File: src/rtl/ebfr_pkg.sv
// Package: types, codes and helpers for the echo bit frame receiver.
package ebfr_pkg;

	typedef enum logic [5:0] {
		PH_IDLE = 6'b000001,
		PH_TYPE = 6'b000010,
		PH_SRC  = 6'b000100,
		PH_DST  = 6'b001000,
		PH_LEN  = 6'b010000,
		PH_DATA = 6'b100000
	} phase_t;

	typedef logic [2:0] field_code_t;

	localparam field_code_t FC_TYPE = 3'd0;
	localparam field_code_t FC_SRC  = 3'd1;
	localparam field_code_t FC_DST  = 3'd2;
	localparam field_code_t FC_LEN  = 3'd3;
	localparam field_code_t FC_DATA = 3'd4;

	typedef logic [2:0] cfg_index_t;

	localparam cfg_index_t CFG_TYPE_BITS    = 3'd0;
	localparam cfg_index_t CFG_ADDRESS_BITS = 3'd1;
	localparam cfg_index_t CFG_LENGTH_BITS  = 3'd2;
	localparam cfg_index_t CFG_DATA_TYPE    = 3'd3;
	localparam cfg_index_t CFG_MAX_ECHO     = 3'd4;
	localparam cfg_index_t CFG_NO_ECHO      = 3'd5;

	localparam logic [3:0]  RST_TYPE_BITS    = 4'd4;
	localparam logic [3:0]  RST_ADDRESS_BITS = 4'd8;
	localparam logic [3:0]  RST_LENGTH_BITS  = 4'd8;
	localparam logic [7:0]  RST_DATA_TYPE    = 8'd2;
	localparam logic [15:0] RST_MAX_ECHO     = 16'd65279;
	localparam logic [15:0] RST_NO_ECHO      = 16'd0;

	localparam logic [3:0] MAX_FIELD_W = 4'd8;

	// Zero acts as one bit, anything above eight as eight.
	function automatic logic [3:0] clamp_width(input logic [3:0] w);
		logic [3:0] r;
		if (w == 4'd0) begin
			r = 4'd1;
		end else if (w > MAX_FIELD_W) begin
			r = MAX_FIELD_W;
		end else begin
			r = w;
		end
		return r;
	endfunction

endpackage

File: src/rtl/echo_bit_frame_receiver_core.sv
// Top level: echo bit frame receiver, one echo time per bit slot.
//
// Input channel in_valid/in_ready carries one echo_time item per bit slot.
// While idle, an echo different from the no-echo register starts a frame;
// every later item decodes to one bit (1 if nonzero and below max_echo).
// Fields (type, source, destination, and for data frames length plus data
// bytes) are shifted in MSB first, each followed by an odd parity bit.
// On every parity slot one result item leaves on out_valid/out_ready.
// Configuration: cfg_valid/cfg_ready with cfg_index and cfg_data, always
// ready. The user must write it only while the block is idle; the block does not enforce it.
// An accepted item waits in the input register and is decoded from there;
// its result, if any, is registered and shown on the outputs.
// Throughput: one item per cycle unless a result is stalled on out_ready,
// set by the input register, the decode logic and the result register.
// Reset clears the frame state to idle and loads the register defaults.
// When out_ready is low with a result waiting, the decode stage holds its
// item and in_ready falls once the input register is full.
module echo_bit_frame_receiver_core #(
	parameter int DATA_BITS = 8
) (
	input  logic                 clk,
	input  logic                 arst_n,
	input  logic                 in_valid,
	output logic                 in_ready,
	input  logic [15:0]          echo_time,
	output logic                 out_valid,
	input  logic                 out_ready,
	output ebfr_pkg::field_code_t field_code,
	output logic [7:0]           field_value,
	output logic                 parity_ok,
	output logic                 frame_end,
	input  logic                 cfg_valid,
	output logic                 cfg_ready,
	input  ebfr_pkg::cfg_index_t cfg_index,
	input  logic [15:0]          cfg_data
);
	import ebfr_pkg::*;

	localparam logic [3:0] DATA_W = clamp_width(4'(DATA_BITS));

	logic [3:0]  type_bits_q, address_bits_q, length_bits_q;
	logic [7:0]  data_type_q;
	logic [15:0] max_echo_q, no_echo_q;

	logic        valid_s1;
	logic [15:0] echo_s1;

	phase_t      phase_q, phase_d;
	logic [3:0]  bit_count_q, bit_count_d;
	logic [7:0]  shift_q, shift_d;
	logic [7:0]  held_type_q, held_type_d;
	logic [7:0]  bytes_left_q, bytes_left_d;

	logic        out_valid_q;
	field_code_t code_q;
	logic [7:0]  value_q;
	logic        ok_q, end_q;

	logic        proc;
	logic        echo_bit;
	logic [3:0]  width;
	logic        res_valid, res_ok, res_end;
	field_code_t res_code;
	logic [7:0]  bytes_dec;

	assign cfg_ready = 1'b1;
	assign proc      = valid_s1 && (!out_valid_q || out_ready);
	assign in_ready  = !valid_s1 || proc;

	always_ff @(posedge clk or negedge arst_n) begin
		if (!arst_n) begin
			type_bits_q    <= RST_TYPE_BITS;
			address_bits_q <= RST_ADDRESS_BITS;
			length_bits_q  <= RST_LENGTH_BITS;
			data_type_q    <= RST_DATA_TYPE;
			max_echo_q     <= RST_MAX_ECHO;
			no_echo_q      <= RST_NO_ECHO;
		end else if (cfg_valid && cfg_ready) begin
			unique case (cfg_index)
				CFG_TYPE_BITS:    type_bits_q    <= cfg_data[3:0];
				CFG_ADDRESS_BITS: address_bits_q <= cfg_data[3:0];
				CFG_LENGTH_BITS:  length_bits_q  <= cfg_data[3:0];
				CFG_DATA_TYPE:    data_type_q    <= cfg_data[7:0];
				CFG_MAX_ECHO:     max_echo_q     <= cfg_data;
				CFG_NO_ECHO:      no_echo_q      <= cfg_data;
				default: ;
			endcase
		end
	end

	always_ff @(posedge clk or negedge arst_n) begin
		if (!arst_n) begin
			valid_s1 <= 1'b0;
		end else if (in_ready) begin
			valid_s1 <= in_valid;
		end
	end

	always_ff @(posedge clk) begin
		if (in_ready && in_valid) begin
			echo_s1 <= echo_time;
		end
	end

	assign echo_bit  = (echo_s1 != 16'd0) && (echo_s1 < max_echo_q);
	assign bytes_dec = 8'(bytes_left_q - 8'd1);

	always_comb begin
		unique case (phase_q)
			PH_TYPE:        width = clamp_width(type_bits_q);
			PH_SRC, PH_DST: width = clamp_width(address_bits_q);
			PH_LEN:         width = clamp_width(length_bits_q);
			default:        width = DATA_W;
		endcase
	end

	always_comb begin
		phase_d      = phase_q;
		bit_count_d  = bit_count_q;
		shift_d      = shift_q;
		held_type_d  = held_type_q;
		bytes_left_d = bytes_left_q;
		res_valid    = 1'b0;
		res_ok       = 1'b0;
		res_end      = 1'b0;
		res_code     = FC_TYPE;
		if (phase_q == PH_IDLE) begin
			if (echo_s1 != no_echo_q) begin
				phase_d     = PH_TYPE;
				bit_count_d = 4'd0;
				shift_d     = 8'd0;
			end
		end else if (bit_count_q < width) begin
			shift_d     = {shift_q[6:0], echo_bit};
			bit_count_d = 4'(bit_count_q + 4'd1);
		end else begin
			res_valid   = 1'b1;
			res_ok      = echo_bit != (^shift_q);
			bit_count_d = 4'd0;
			shift_d     = 8'd0;
			unique case (phase_q)
				PH_TYPE: begin
					res_code = FC_TYPE;
					if (res_ok) held_type_d = shift_q;
					phase_d = PH_SRC;
				end
				PH_SRC: begin
					res_code = FC_SRC;
					phase_d  = PH_DST;
				end
				PH_DST: begin
					res_code = FC_DST;
					res_end  = held_type_q != data_type_q;
					phase_d  = PH_LEN;
				end
				PH_LEN: begin
					res_code = FC_LEN;
					if (res_ok) bytes_left_d = shift_q;
					res_end = shift_q == 8'd0;
					phase_d = PH_DATA;
				end
				default: begin
					res_code = FC_DATA;
					if (res_ok) bytes_left_d = bytes_dec;
					res_end = bytes_dec == 8'd0;
					phase_d = PH_DATA;
				end
			endcase
			if (!res_ok) res_end = 1'b1;
			if (res_end) phase_d = PH_IDLE;
		end
	end

	always_ff @(posedge clk or negedge arst_n) begin
		if (!arst_n) begin
			phase_q      <= PH_IDLE;
			bit_count_q  <= 4'd0;
			shift_q      <= 8'd0;
			held_type_q  <= 8'd0;
			bytes_left_q <= 8'd0;
		end else if (proc) begin
			phase_q      <= phase_d;
			bit_count_q  <= bit_count_d;
			shift_q      <= shift_d;
			held_type_q  <= held_type_d;
			bytes_left_q <= bytes_left_d;
		end
	end

	always_ff @(posedge clk or negedge arst_n) begin
		if (!arst_n) begin
			out_valid_q <= 1'b0;
		end else if (proc) begin
			out_valid_q <= res_valid;
		end else if (out_ready) begin
			out_valid_q <= 1'b0;
		end
	end

	always_ff @(posedge clk) begin
		if (proc && res_valid) begin
			code_q  <= res_code;
			value_q <= shift_q;
			ok_q    <= res_ok;
			end_q   <= res_end;
		end
	end

	assign out_valid   = out_valid_q;
	assign field_code  = code_q;
	assign field_value = value_q;
	assign parity_ok   = ok_q;
	assign frame_end   = end_q;

	a_err_ends: assert property (@(posedge clk) disable iff (!arst_n)
		out_valid && !parity_ok |-> frame_end)
		else $error("parity error without frame end");

	a_end_idle: assert property (@(posedge clk) disable iff (!arst_n)
		proc && res_valid && res_end |=> phase_q == PH_IDLE)
		else $error("frame end did not return to idle");

	a_code_range: assert property (@(posedge clk) disable iff (!arst_n)
		out_valid |-> field_code <= FC_DATA)
		else $error("field code out of range");

	a_count_range: assert property (@(posedge clk) disable iff (!arst_n)
		bit_count_q <= MAX_FIELD_W)
		else $error("bit count past widest field");

endmodule

File: config.mk
export PLATFORM = sky130hd
export DESIGN_NAME = echo_bit_frame_receiver_core
export DESIGN_NICKNAME = d
export VERILOG_FILES = /design/src/rtl/ebfr_pkg.sv /design/src/rtl/echo_bit_frame_receiver_core.sv
export SDC_FILE = /design/constraint.sdc
export NUM_CORES = 1
export LEC_CHECK = 0
export ABC_CLOCK_PERIOD_IN_PS = 10650
export BUFFER_PORTS_ARGS = -buffer_cell sky130_fd_sc_hd__buf_2
export CAP_MARGIN = 25
export CORE_AREA = 2 2 118 120
export CTS_CLUSTER_SIZE = 25
export DETAILED_ROUTE_END_ITERATION = 10
export DIE_AREA = 0 0 120 122
export PLACE_DENSITY_LB_ADDON = 0.15
export RECOVER_POWER = 50
export REMOVE_ABC_BUFFERS = 1
export SYNTH_ARGS = -nofsm -noshare
export SYNTH_HDL_FRONTEND = slang
export SYNTH_SLANG_ARGS = --single-unit
File: constraint.sdc
create_clock -name clk -period 10.65 [get_ports clk]
set_clock_uncertainty 0.05 [all_clocks]
set_input_delay 1.065 -clock clk [delete_from_list [all_inputs] [get_ports clk]]
set_output_delay 1.065 -clock clk [all_outputs]
set_load 0.1 [all_outputs]
==> results of run 1 <==
power groups by stage:
stage                     registers (W)  logic [W]  clock network [W]
after floorplan                0.000833   0.000477                  0
after global placement         0.000722   0.000783                  0
after detailed placement       0.000722   0.000790                  0
after CTS                      0.000717   0.000794           0.000604
after global routing           0.000734   0.000863           0.000626
final                          0.000716   0.000792           0.000592
final timing paths:
kind / from / endpoint / cells after the start
max: arst_n / no_echo_q[10] / 2
min: max_echo_q[4] / max_echo_q[4] / 2
max reg2reg: phase_q[3] / held_type_q[0] / 11
min reg2reg: max_echo_q[4] / max_echo_q[4] / 2
max in group clk: phase_q[3] / held_type_q[0] / 11
min in group asynchronous: arst_n / shift_q[6] / 1
sequential cells by signal, indices dropped and copies added, names as in the netlist, 3 cells and up:
name / flops
no_echo_q: 16
length_bits_q: 4
max_echo_q: 16
data_type_q: 8
type_bits_q: 4
field_value: 8
bytes_left_q: 8
shift_q: 8
echo_s1: 16
bit_count_q: 4
phase_q: 6
held_type_q: 8
address_bits_q: 4
field_code: 3
Yosys cell counts (3+ instances only):
master,number
o21ai_0,38
inv_1,29
nand4_1,6
a21oi_1,15
nand2_1,39
nand3b_1,3
mux2i_1,3
nor3_1,8
mux2_4,10
xnor2_1,11
mux2_2,37
a22o_1,3
nor4_1,13
dfstp_2,20
o31ai_1,3
ha_1,25
clkbuf_1,5
nor2_1,22
edfxtp_1,29
a221oi_1,3
or2_2,3
buf_6,6
a21o_1,3
nand2b_1,5
dfrtp_1,68
xor2_1,23
and3_1,3
nand3_1,10
routing by layer:
| layer | vias up | global-route usage [%] | wire, um |
|---|---|---|---|
| met1 | 1937 | 23.6 | 5630 |
| met5 | - | 0 | 0 |
| met3 | 11 | 4.49 | 445 |
| met2 | 74 | 31.5 | 6540 |
| met4 | 0 | 8.38 | 182 |
| li1 | 1902 | - | - |
metrics by stage:
stage	worst slack, ns	instances	cell area (um^2)	utilization [%]
final	5.91	747	6880	50.9
after global placement	6.73	715	6270	46.4
after CTS	6.63	747	6900	51.1
after detailed placement	6.64	715	6270	46.4
after global routing	4.98	747	6880	50.9
after floorplan	7.06	478	5740	-
tightest hold or removal path, cell delays in order (launching register included):
cell     delay [ns]
dfstp_2        0.36
inv_1          0.06
o21ai_0        0.08
cell type report:
type / count / area share [%]
Multi-Input combinational cell: 331 / 36.8
Timing Repair Buffer: 57 / 4.11
Clock buffer: 20 / 7.11
Clock inverter: 12 / 2.00
Tap cell: 180 / 3.27
Sequential cell: 117 / 45.0
Inverter: 30 / 1.64
cell families after synthesis:
| family | Yosys count | share of synthesized area [%] |
|---|---|---|
| AOI/OAI and AO/OA | 84 | 9.56 |
| adders and majority gates | 25 | 5.34 |
| xor gates and xnor gates | 34 | 5.08 |
| muxes | 50 | 10.2 |
| buffers and inverters | 45 | 3.95 |
| and+or+nand+nor | 137 | 13.0 |
| DFF | 117 | 52.8 |
| other | 1 | 0.0640 |
==> impl_metrics.env, run 1 <==
export IMPL_path_max_fanout=51
export IMPL_syn2layout_area_growth_pct=17.3
export IMPL_switching_share_pct=40.0
export IMPL_violations="max-capacitance violations, max-slew violations"
export IMPL_grt_pass1_wl_mm=20.8
export IMPL_gp_congestion=0.844
export IMPL_yosys_area_top_type="dfrtp_1"
export IMPL_seq_area_frac_synth_pct=52.8
export IMPL_synth_edf_count=29
export IMPL_final_common_cell="dfrtp_1"
export IMPL_crit_path_end_kind="asynchronous set/reset pin"
export IMPL_setup_worst_path_class="input port to asynchronous set/reset pin"
export IMPL_first_global_vias=3986
export IMPL_post_cts_setup_buffer_count=0
export IMPL_pin_count=56
export IMPL_hp_class="register to register"
export IMPL_max_freq_mhz=211
export IMPL_cts_root_buf="clkbuf_16"
export IMPL_setup_viol=0
export IMPL_slowest_stage="clkbuf_1"
export IMPL_clk_latency_ns=0.41
export IMPL_routed_wl_mm=12.8
export IMPL_post_cts_resized=0
export IMPL_clk_pin_slew_ns=0.06
export IMPL_clkPwrFrac_pct=28.2
export IMPL_dpl_hpwl_mm=9.37
export IMPL_cap_viol_max_count=2
export IMPL_wl_per_cell_um=17.1
export IMPL_rows=43
export IMPL_drv_slew=91
export IMPL_cts_num_sinks=117
export IMPL_grt_antenna_before_repair=0
export IMPL_num_vias=3924
export IMPL_drtIter0Drc=192
export IMPL_power_per_cell_area_nw_per_um2=305
export IMPL_synth_area_um2=5860
export IMPL_yosys_warnings=0
export IMPL_cp_start_kind="input port"
export IMPL_seq_power_share_pct=34.1
export IMPL_path_common_cell="clkbuf_1"
export IMPL_r2r_slack_ns=6.63
export IMPL_antenna_cells=0
export IMPL_p_total_w=0.00210
export IMPL_maxSlewHeadroom_pct=-84.9
export IMPL_cts_tree="yes"
export IMPL_final_antenna_net_count=0
export IMPL_crit_arrival_ns=4.61
export IMPL_outcome="complete, but fails checks"
export IMPL_start_util_pct=43.4
export IMPL_path_cells="clkbuf_1 > clkbuf_1"
export IMPL_crit_buf_inv=2
export IMPL_portBuffers=54
export IMPL_clock_path_buffers=2
export IMPL_drc_errors=0
export IMPL_hold_violations=0
export IMPL_grt_usage_pct=18.9
export IMPL_synth_seq_cells=117
export IMPL_cts_made_buffers=17
export IMPL_die_h_um=122
export IMPL_p_int_w=0.00126
export IMPL_yosys_top_cells_area="dfrtp_1 29%, edfxtp_1 15%, dfstp_2 9.0%"
export IMPL_crit_family="buffers and inverters"
export IMPL_synthCells=493
export IMPL_multi_input_area_um2=2530
export IMPL_grt_setup_unrepaired="false"
export IMPL_period_needed_ns=4.74
export IMPL_die_w_um=120
export IMPL_leakage_nw=2.97
export IMPL_via_per_inst=5.25
export IMPL_combPwrFrac_pct=37.7
export IMPL_regArea_um2=3100
export IMPL_grt_overflow=0
export IMPL_synthDistinctLibCells=68
export IMPL_n_fill_cell=1214
export IMPL_tns_ns=0
export IMPL_synth_top_area_share_pct=29.0
export IMPL_drt_first_pass_iters=4
export IMPL_final_cell_mix="68 x dfrtp_1, 52 x buf_2, 39 x nand2_1, 38 x o21ai_0, 37 x mux2_2"
export IMPL_syn_area_per_cell_um2=11.9
export IMPL_synthFlopType="dfrtp_1"
export IMPL_hold_buffers=0
export IMPL_grt_max_degree=52
export IMPL_die_area_um2=14600
export IMPL_crit_required_ns=10.52
export IMPL_drive_gt1_share_pct=30.9
export IMPL_final_period_utilization_pct=44.5
export IMPL_synth_async_sr_flop_share_pct=75.2
export IMPL_nets=619
export IMPL_hold_ws_ns=0.464
export IMPL_worstMarginPinSlew_ns=2.77
export IMPL_p_switching_w=0.000839
export IMPL_ir_worst_vdd_v=0.000124
export IMPL_max_stage_delay_ns=2.06
export IMPL_h_tree_depth=4
export IMPL_core_area_um2=13500
No activity file was read; power rests on OpenSTA's default activity.
==> run 2, diff against run 1 <==
Settings changed: ABC_AREA from default to 1, ABC_CLOCK_PERIOD_IN_PS 10650 to 4530, CORE_AREA 2 2 118 120 to 2 2 117 119, DIE_AREA 0 0 120 122 to 0 0 119 121.
Clock period 10.65 ns to 4.53 ns, I/O delays scaled along.
==> run 2 against run 1 <==
  * The flow still finishes with violations (max-capacitance violations, max-slew violations)
  * Non-clock buffer count shrank 1
  * Critical path depth grew 13
  * Global-route usage grew 1.0 points
  * Highest routed layer unchanged
  * Setup slack lost 5.0 ns
  * Hold slack lost 0.31 ns
  * Sequential power grew 120%
  * Area after synthesis shrank 0.92%
  * Clock power grew 110%
  * Flip-flop and latch count is the same
  * Via count grew 13%
  * Combinational power grew 140%
  * Sequential share of layout area grew 0.54 points
==> impl_metrics.env, run 2 <==
export IMPL_largestRegisters="echo_s1 (16), max_echo_q (16), no_echo_q (16)"
export IMPL_grt_overflow=0
export IMPL_reg2reg_from="phase_q[0]"
export IMPL_crit_required_ns=4.61
export IMPL_final_period_utilization_pct=80.0
export IMPL_die_w_um=119
export IMPL_hp_class="input port to register"
export IMPL_min_from="echo_time[7]"
export IMPL_leakage_nw=3.24
export IMPL_yosys_area_top_type="dfrtp_1"
export IMPL_final_antenna_net_count=0
export IMPL_num_vias=4451
export IMPL_portBuffers=54
export IMPL_seq_area_frac_synth_pct=53.3
export IMPL_post_cts_setup_buffer_count=0
export IMPL_setup_viol=0
export IMPL_hold_violations=0
export IMPL_antenna_cells=0
export IMPL_crit_arrival_ns=3.70
export IMPL_synth_edf_count=29
export IMPL_final_area_um2=6800
export IMPL_synth_area_um2=5810
export IMPL_yosys_top_cells_area="dfrtp_1 29%, edfxtp_1 15%, nand2_1 12%"
export IMPL_final_common_cell="nand2_1"
export IMPL_r2r_slack_ns=0.91
export IMPL_grt_max_degree=46
export IMPL_synth_seq_cells=117
export IMPL_synth_most_common_cell="nand2_1"
export IMPL_die_h_um=121
export IMPL_die_area_um2=14400
export IMPL_period_needed_ns=3.62
export IMPL_cap_viol_max_count=1
export IMPL_drive_gt1_share_pct=17.8
export IMPL_synthFlopType="dfrtp_1"
export IMPL_maxSlewHeadroom_pct=-68.8
export IMPL_cts_tree="yes"
export IMPL_synthDistinctLibCells=38
export IMPL_syn2layout_area_growth_pct=17.0
export IMPL_hold_depth=1
export IMPL_synth_top_area_share_pct=29.3
export IMPL_synthTopCellsByCount="180 x nand2_1, 71 x inv_1, 68 x dfrtp_1, 61 x o21ai_0, 42 x nor2_1"
export IMPL_worst_r2r_cell_count=15
export IMPL_clk_pin_slew_ns=0.05
export IMPL_synth_async_sr_flop_share_pct=75.2
export IMPL_clock_path_buffers=2
export IMPL_drv_slew=46
export IMPL_gp_congestion=0.916
export IMPL_grt_pass1_wl_mm=22.5
export IMPL_outcome="complete, but fails checks"
export IMPL_placedInstanceArea_um2=6250
export IMPL_hold_buffers=0
export IMPL_stdcell_count=901
export IMPL_core_area_um2=13100
export IMPL_path_max_fanout=13
export IMPL_h_tree_depth=4
export IMPL_routed_wl_mm=12.8
export IMPL_grt_setup_unrepaired="false"
export IMPL_ir_worst_vdd_v=0.000317
export IMPL_setup_worst_path_class="register to register"
export IMPL_grt_antenna_before_repair=0
export IMPL_clk_latency_ns=0.42
export IMPL_cts_root_buf="clkbuf_16"
export IMPL_first_global_vias=4570
export IMPL_post_cts_resized=0
export IMPL_violations="max-capacitance violations, max-slew violations"
export IMPL_grt_usage_pct=20.0
export IMPL_max_freq_mhz=276
export IMPL_dpl_hpwl_mm=9.27
export IMPL_hold_ws_ns=0.155
export IMPL_place_inst=868
export IMPL_drc_errors=0
export IMPL_nets=777
export IMPL_p_total_w=0.00476
export IMPL_rows=42
export IMPL_cts_made_buffers=17
export IMPL_yosys_warnings=0
export IMPL_reg2reg_to="field_value[6]"
export IMPL_drtIter0Drc=247
export IMPL_wl_per_cell_um=14.2
export IMPL_start_util_pct=44.4
export IMPL_holdPathEnd="echo_s1[7]"
export IMPL_cp_start_kind="register"
export IMPL_n_fill_cell=1226
export IMPL_synthCells=651
export IMPL_via_per_inst=4.94
export IMPL_drt_first_pass_iters=6
export IMPL_power_per_cell_area_nw_per_um2=700
export IMPL_crit_path_end_kind="register"
export IMPL_final_cell_mix="180 x nand2_1, 71 x inv_1, 68 x dfrtp_1, 61 x o21ai_0, 53 x buf_2"
export IMPL_tns_ns=0
export IMPL_worstMarginPinSlew_ns=2.53
export IMPL_pin_count=56
export IMPL_syn_area_per_cell_um2=8.92
export IMPL_cts_num_sinks=117
[run 2: cell count changes after synthesis, sizes merged, moves of 15 or more]
cell	change
inv	+47
mux2	-47
nand2	+147
nand4	+15
nor2	+25
o21ai	+36
[run 2: per-layer routing]
metal  vias up  GRT usage, %  part of all wire [%]
met5         -             0                     0
met4         0          8.63                   2.0
met2       105          32.3                    48
met1      2081          25.5                    46
met3        21          5.03                   4.5
li1       2244             -                     -
[run 2: cell families (layout without fill, tap and decap cells)]
group	Yosys count	in the layout	share of synthesized area (%)
other	1	1	0.0646
AO/OA/AOI/OAI	98	98	9.15
XOR/XNOR	28	28	4.22
adder cells (fa/ha/maj)	25	25	5.38
buffers and inverters	92	166	6.12
flip-flops	117	117	53.3
AND/OR/NAND/NOR	290	290	21.7
[run 2: where the power goes]
part           internal, W  total, W  switching [W]
sequential         0.00140   0.00161       0.000203
clock             0.000796   0.00127       0.000470
combinational     0.000520   0.00189        0.00137
total              0.00272   0.00476        0.00204
[run 2: worst max-delay path: stages (launching register included)]
cell and delay (ns):
dfstp_2 0.54, inv_1 0.05, nand2_1 0.11, nor2_2 0.13, nor2_1 0.64, nand2_1 0.21, nand2_1 0.12, a21oi_1 0.05
ha_1 0.30, nand2_1 0.06, inv_1 0.09, nand2_4 0.08, nand2_2 0.09, nand2_2 0.10, nor2_1 0.46, buf_4 0.27
[run 2: final cells by class]
| cell class | count | area (um^2) | share of cell area, % |
|---|---|---|---|
| Clock buffer | 20 | 437 | 6.42 |
| Clock inverter | 12 | 113 | 1.66 |
| Inverter | 78 | 293 | 4.31 |
| Multi-Input combinational cell | 442 | 2360 | 34.7 |
| Sequential cell | 117 | 3100 | 45.6 |
| Tap cell | 176 | 220 | 3.24 |
| Timing Repair Buffer | 56 | 282 | 4.14 |
[run 2: worst max path at each step]
stage          startpoint        endpoint  slack, ns  depth (start not counted)
2_1_floorplan  phase_q[0]   field_code[0]       1.40                         14
3_3_place_gp   phase_q[0]  field_value[7]       0.95                         14
3_5_place_dp   phase_q[0]  field_value[7]       0.75                         14
4_1_cts        phase_q[0]  field_value[3]       0.73                         14
5_1_grt        phase_q[0]  field_value[3]       0.70                         15
6_report       phase_q[0]  field_value[6]       0.91                         15
[run 2: stage by stage]
stage	setup slack [ns]	utilization, %
detailed placement	0.750	47.7
global route	0.699	52.0
finish	0.905	52.0
CTS	0.733	51.9
global placement	0.951	47.7
floorplan	1.40	-
==> run 3, diff against run 2 <==
Settings changed: ABC_AREA 1 to 0, ABC_CLOCK_PERIOD_IN_PS 4530 to 3400, CORE_AREA 2 2 117 119 to 2 2 118 120, DIE_AREA 0 0 119 121 to 0 0 120 122.
Clock period 4.53 ns to 3.4 ns, I/O delays scaled along.
==> run 3 against run 2 <==
  * The run now ends clean
  * Power increased by 39%
  * Count of clock-buffer cells in the layout increased by 1
  * Cell count decreased by 16%
  * Highest routed layer unchanged
==> impl_metrics.env, run 3 (synthesis gave the netlist of run 1 again) <==
export IMPL_outcome="finished clean"
export IMPL_clock_path_buffers=2
export IMPL_grt_usage_pct=18.9
export IMPL_gp_congestion=0.845
export IMPL_cts_made_buffers=17
export IMPL_die_area_um2=14600
export IMPL_grt_overflow=0
export IMPL_holdPathEnd="echo_s1[13]"
export IMPL_antenna_cells=0
export IMPL_maxSlewHeadroom_pct=14.9
export IMPL_ir_worst_vdd_v=0.000695
export IMPL_core_area_um2=13500
export IMPL_path_common_cell="a21o_1"
export IMPL_crit_path_end_kind="register"
export IMPL_crit_buf_inv=1
export IMPL_crit_family="simple AND/OR/NAND/NOR gates"
export IMPL_final_period_utilization_pct=97.1
export IMPL_cts_num_sinks=117
export IMPL_min_from="echo_time[13]"
export IMPL_hold_ws_ns=0.0486
export IMPL_n_fill_cell=1206
export IMPL_cts_root_buf="clkbuf_16"
export IMPL_routed_wl_mm=12.8
export IMPL_grt_setup_unrepaired="false"
export IMPL_slowest_stage="or4_4"
export IMPL_r2r_slack_ns=0.1
export IMPL_period_needed_ns=3.30
export IMPL_final_common_cell="dfrtp_1"
export IMPL_setup_worst_path_class="register to register"
export IMPL_drt_first_pass_iters=4
export IMPL_clk_pin_slew_ns=0.05
export IMPL_first_global_vias=3978
export IMPL_hold_violations=0
export IMPL_drc_errors=0
export IMPL_dpl_hpwl_mm=9.33
export IMPL_worst_r2r_cell_count=12
export IMPL_power_per_cell_area_nw_per_um2=950
export IMPL_grt_max_degree=47
export IMPL_drive_gt1_share_pct=32.8
export IMPL_max_freq_mhz=303
export IMPL_path_cells="or4_4 > or2_2 > nor2_2 > a221oi_1 > ha_1 > a21o_1 > a21o_1 > a41oi_4 > buf_4 > nor2_1 > and3_4 > mux2_4"
export IMPL_start_util_pct=43.4
export IMPL_crit_arrival_ns=3.55
export IMPL_worstMarginPinSlew_ns=1.28
export IMPL_drv_slew=0
export IMPL_portBuffers=54
export IMPL_nets=628
export IMPL_cap_viol_max_count=0
export IMPL_reg2reg_to="bytes_left_q[7]"
export IMPL_path_max_fanout=8
export IMPL_wl_per_cell_um=17.0
export IMPL_grt_pass1_wl_mm=20.9
export IMPL_setup_viol=0
export IMPL_tns_ns=0
export IMPL_max_stage_delay_ns=0.53
export IMPL_final_cell_mix="66 x dfrtp_1, 52 x buf_2, 39 x nand2_1, 37 x o21ai_0, 37 x mux2_2"
export IMPL_cp_start_kind="register"
export IMPL_die_h_um=122
export IMPL_hp_class="input port to register"
export IMPL_crit_required_ns=3.65
export IMPL_leakage_nw=3.01
export IMPL_num_vias=3951
export IMPL_cts_tree="yes"
export IMPL_via_per_inst=5.23
export IMPL_rows=43
export IMPL_clk_latency_ns=0.41
export IMPL_reg2reg_from="phase_q[5]"
export IMPL_hold_depth=1
export IMPL_drtIter0Drc=240
export IMPL_h_tree_depth=4
export IMPL_fin_util_pct=51.4
export IMPL_pin_count=56
export IMPL_syn2layout_area_growth_pct=18.3
export IMPL_grt_antenna_before_repair=0
export IMPL_final_antenna_net_count=0
export IMPL_largestRegisters="echo_s1 (16), max_echo_q (16), no_echo_q (16)"
export IMPL_die_w_um=120
==> run 3: cell count changes in the layout (fill, tap and decap cells not counted), sizes merged, moves of 15 or more <==
cell / previous run / this run
o21ai: 74 / 38
mux2: 0 / 47
nor2: 47 / 22
nand2: 186 / 39
inv: 77 / 31
nand4: 23 / 8
==> run 3: how the worst max path moves through the flow <==
| stage | start | endpoint | cells after the start |
|---|---|---|---|
| after floorplan | phase_q[3] | held_type_q[0] | 11 |
| after global placement | phase_q[5] | held_type_q[4] | 11 |
| after detailed placement | phase_q[5] | held_type_q[0] | 11 |
| after CTS | phase_q[5] | held_type_q[0] | 11 |
| after global routing | phase_q[4] | held_type_q[4] | 11 |
| final | phase_q[5] | bytes_left_q[7] | 12 |
==> run 3: stage by stage <==
stage                     instances  area [um^2]  setup slack [ns]  power, W
after global placement          723         6330             0.118   0.00478
final                           756         6940            0.0986   0.00659
after detailed placement        723         6330            0.0350   0.00482
after floorplan                 478         5740            -0.186   0.00410
after CTS                       756         6940            0.0349   0.00664
after global routing            756         6940           0.00914   0.00699
==> run 3: area by class of cell <==
type                       count  area, um^2  share of cell area, %
sequential                   117        3100                   44.7
multi-input combinational    331        2540                   36.6
clock buffer                  21         480                   6.93
timing repair buffer          66         354                   5.10
tap                          180         225                   3.25
clock inverter                11         124                   1.79
inverter                      30         113                   1.62
==> run 3: worst register-to-register path: cells and delay by family, from the launching register on <==
kind | cells | cell delay [ns]
mux | 1 | 0.30
compound gates | 4 | 0.63
fa+ha+maj | 1 | 0.30
simple gates | 5 | 1.29
flops | 1 | 0.44
buf+inv | 1 | 0.18
==> run 3: what timing repair did <==
action	CTS	global route
buffers inserted	0	0
hold endpoints to repair	40	0
gates resized for setup	0	6
hold buffers	1	0
endpoints found under the setup margin	0	20
==> run 3: where the power goes <==
| part | total, W | internal, W | switching [W] |
|---|---|---|---|
| clock | 0.00178 | 0.00115 | 0.000629 |
| combinational | 0.00258 | 0.000932 | 0.00165 |
| sequential | 0.00223 | 0.00190 | 0.000327 |
==> run 3: per-layer routing <==
layer	vias to the layer above	global-route usage [%]	routed length [um]
met5	-	0	0
met4	0	6.54	229
met3	19	4.73	535
met2	92	31.9	6400
met1	1924	23.8	5660
li1	1916	-	-
